**src/rtl/stok_ram.sv**
```systemverilog
// Generic single-port-write, single-read RAM with registered read data.
// No dependencies.
`default_nettype none
module stok_ram #(
  parameter int WIDTH = 8,
  parameter int DEPTH = 16
) (
  input  wire logic                     clk,
  input  wire logic                     we,
  input  wire logic [$clog2(DEPTH)-1:0] waddr,
  input  wire logic [WIDTH-1:0]         wdata,
  input  wire logic [$clog2(DEPTH)-1:0] raddr,
  output logic      [WIDTH-1:0]         rdata
);
  logic [WIDTH-1:0] mem [DEPTH];

  always_ff @(posedge clk) begin
    if (we) begin
      mem[waddr] <= wdata;
    end
    rdata <= mem[raddr];
  end
endmodule
`default_nettype wire
```
**config.mk**
```make
export PLATFORM = sky130hd
export DESIGN_NAME = stok_ram
export DESIGN_NICKNAME = d
export VERILOG_FILES = /design/src/rtl/stok_ram.sv
export SDC_FILE = /design/constraint.sdc
export NUM_CORES = 1
export LEC_CHECK = 0
export BUFFER_PORTS_ARGS = -buffer_cell sky130_fd_sc_hd__buf_2
export CAP_MARGIN = 10
export CORE_ASPECT_RATIO = 0.6
export CORE_MARGIN = 2
export CORE_UTILIZATION = 49
export DETAILED_ROUTE_END_ITERATION = 10
export PLACE_DENSITY = 0.66
export SETUP_SLACK_MARGIN = 0.05
export SYNTH_ARGS = -nofsm -noshare
export SYNTH_HDL_FRONTEND = slang
export SYNTH_SLANG_ARGS = --single-unit
```
**constraint.sdc**
```tcl
create_clock -name clk -period 2.2 [get_ports clk]
set_clock_uncertainty 0.05 [all_clocks]
set_input_delay 0.44 -clock clk [delete_from_list [all_inputs] [get_ports clk]]
set_output_delay 0.44 -clock clk [all_outputs]
set_load 0.05 [all_outputs]
```
Word-level counts from Yosys, hierarchy flattened --
Memories as Yosys holds them, arrays and structs flattened. A register that Yosys moved wholly into a read port is not among the register bits. Cells that the tools add are included.
Storage, ports and cells: output and inout bits 8, register bits after elaboration 0, memories kept 1, memory bits (writable) 128, input port bits 18
Memories:
- mem | words 16, bits a word 8, read ports 1, clocked after memory_dff 1, write ports 1, RTL line 15 | logic [WIDTH-1:0] mem [DEPTH];
Operators by class: multiplexer cells 2
Operator list (number):
- $mux W1 | 2

Logic depth before layout (Yosys ltp) --
depth in word-level cells 2, gate-level depth with buffers 5, depth with buffers taken out 3

Worst setup path after synthesis --
No wires, ideal clock.
path kind input -> register, start point in waddr[2], end point mem mem[0][0], enable pin, cell stages on the path 2, slack 0.217 ns, data arrival time 1.550 ns, data required time 1.767 ns, library setup time 0.383 ns, path buffers 0, cell sequence or3b_2 -> nor3_1
RTL lines:
- from (decl) | RTL line 10 | input wire logic [$clog2(DEPTH)-1:0] waddr,
- to (decl) | RTL line 15
Straight into the memory's write port.

Worst setup path in the final report --
start point reg rdata[0], read port of mem, end point out rdata[0]
RTL lines:
- from (decl) | RTL line 13 | output logic [WIDTH-1:0] rdata
No word-level cell between the ends.

==> impl_results.md <==
- Worst skew pair latency: 0.41 ns
- Post-synth net total: 247
- Clock root cell: clkbuf_16
- Ports: 26
- IO Port Bufs: 25
- First-pass DRT Iterations: 4
- DR iter-0 viols: 192
- Post-Syn Area: 5150 µm²
- Sequential power share: 47.5%
- Routed WL per cell: 23.9 µm
- Num CTS Buffers: 17
- All-layer global routing usage: 20.5%
- Critical path fanouts, max: 1
- Outcome: finished, final reports clean
- Fin area: 6180 µm²
- Avg Inst Size Synth: 22.5 µm²
- Vias in the first global route: 2533
- Proportion of layout cells with a drive suffix above 1: 32.3%
- Post-synth EDFFs: 128
- Post-Route WL: 10400 µm
- Reg2reg setup slack: 0.78 ns
- Buffers & Inverters on Critical Path: 1
- Setup violators final: 0
- Fraction of the mapped netlist area in adder cells: 0%
- Critical path's top delay family: flip-flops
- Worst Tran Pin Value: 0.452 ns
- Netlist cell types: 19
- # diodes: 0
- Leakage: 2.13 nW
- Antenna violations before repair: 0
- Worst Setup EP: rdata[0]
- Synth Area in Compound Gates: 2.33%
- Final Hold Viols: 0
- Critical Path RT: 1.71 ns
- Worst-path clk slew: 0.05 ns
- Switch share: 20.2%
- Pwr dens: 993 nW/µm²
- RePlAce Congestion: 0.809
- Max-slew headroom: 69.8%
- Setup WS pre-CTS: 0.267 ns
- CORE AREA: 10100 µm²
- Hold path startpoint: wdata[6]
- CTS tree: yes
- RSZ-0062 raised after global routing: false
- Starting Density: 51.2%
- RR Endpoint: rdata[0]
- Async SR Flop Fraction: 0%
- Post-Synth XOR/XNOR Area: 0%
- Crit. Startpoint: rdata[0]
- Die area: 11400 µm²
- # clock sinks: 136
- Placed cell count: 403
- Worst VDD drop: 687 µV
- Period minus WS final: 1.56 ns
- Util after Layout: 61.5%
- R2R Path Start: mem[1][0]
- R2R cell count: 3
- Fillcell total: 714
- Yosys warning total: 0
- Post-CTS Setup Bufs: 0
- CP max-delay cell: dfxtp_1
- Post-Synth Simple-Gate Area: 3.18%
- Synth Flop Type: edfxtp_1
- CP endpoint kind: output port
- CP arrival: 1.07 ns
- Placed instance area: 5570 µm²
- Number of cells on the critical path: 1
- Combinational share of power: 5.5%
- Clock power frac: 47.0%
- DR vias: 2412
- Max cap viols: 0
- Setup TNS: 0 ns
- Vias per inst: 5.54
- First-pass GRT wire length: 15900 µm
- Clock Path Buffers: 2
- Post-route ant nets: 0
- Die Ht: 83.4 µm
- Final setup margin: 0.641 ns
- Psw: 1.24 mW
- Mapped Cells: 229
- CP max stage delay: 0.38 ns
- Kind of critical path: reg2out
- Layout Nets: 305
- P_int: 4.90 mW
- Sequential fraction of the synthesis area: 77.8%
- Peak Freq: 641 MHz
- Hold slack: 0.370 ns
- Largest family of logic cells by synthesized area: multiplexers
- Die W: 136 µm
- Tcrit/Tclk final: 70.9%
- Worst-path cell chain: buf_2
- Post_cts resized: 0
- Post-DP HPWL: 6610 µm
- Post-synthesis register bit count: 136
- Post-synthesis mux area share: 15.0%
- Pin count of the biggest net entering global routing: 20
- Row count: 28
- Total Power: 6.14 mW
- Final Max Tran Viols: 0
- Post-route insts no fill: 435
- Hold_buf cts: 0
- Drt drc: 0
- Total congestion overflow: 0
- Min-delay worst type: in2reg
- CP startpoint kind: flop
- H-tree levels: 4
- Area growth syn-to-layout: 20.1%
-- power groups by stage --
stage          Combinational [mW]  Sequential (mW)  Clock [mW]
2_1_floorplan               0.147             3.02           0
3_5_place_dp                0.340             2.97           0
6_report                    0.338             2.92        2.89
5_1_grt                     0.364             2.92        3.05
4_1_cts                     0.343             2.92        2.93
3_3_place_gp                0.336             2.97           0
-- kinds of logic after synthesis --
family                 after synthesis
flip-flops                         136
multiplexers                        32
buffers and inverters               10
AO/OA/AOI/OAI                       16
AND/OR/NAND/NOR                     35
-- sequential cells by signal, indices dropped and copies added, names as in the netlist --
| register | count |
|---|---|
| rdata | 8 |
| mem | 128 |
-- layer usage --
metal  up-vias  routed length (µm)  global-route usage, %
met3         2                1130                   5.19
met4         0                  25                   6.82
met2        96                4640                   27.3
met1      1222                4590                   32.8
li1       1092                   -                      -
met5         -                   0                      0
-- cell usage after synthesis, types with 2 or more instances --
library cell,instances,area [µm²]
mux4_1,14,368
nor2_1,13,48.8
buf_6,3,33.8
nor3_1,4,20.0
nand3b_1,2,15.0
clkdlybuf4s25_2,3,30.0
edfxtp_1,128,3840
mux4_2,18,405
nand2b_1,2,12.5
a22oi_1,16,120
dfxtp_1,8,160
buf_2,3,15.0
nand2_1,9,33.8
-- cells in the final DEF (no fill, tap or decap), types with 8 or more instances in the layout --
cell type,netlist,routed
a22oi_1,16,16
buf_2,3,25
buf_4,1,21
clkbuf_16,0,17
dfxtp_1,8,8
edfxtp_1,128,128
mux4_1,14,14
mux4_2,18,18
nand2_1,9,9
nor2_1,13,13
-- final cells by class --
type                    count  area, µm²  area share (%)
clock buffers              17        425            6.88
clock inverters            15        184            2.98
multi-input cells          83       1060            17.1
flip-flops and latches    136       4000            64.8
well taps                 135        169            2.73
repair buffers             49        343            5.55
-- worst min-delay path by stage --
stage	endpoint	cells after the start
global route	mem[10][6]	1
floorplan	mem[0][0]	0
global placement	rdata[5]	3
finish	mem[13][6]	1
CTS	mem[13][6]	1
detailed placement	rdata[4]	3
Power figures use the tool's default switching activity.
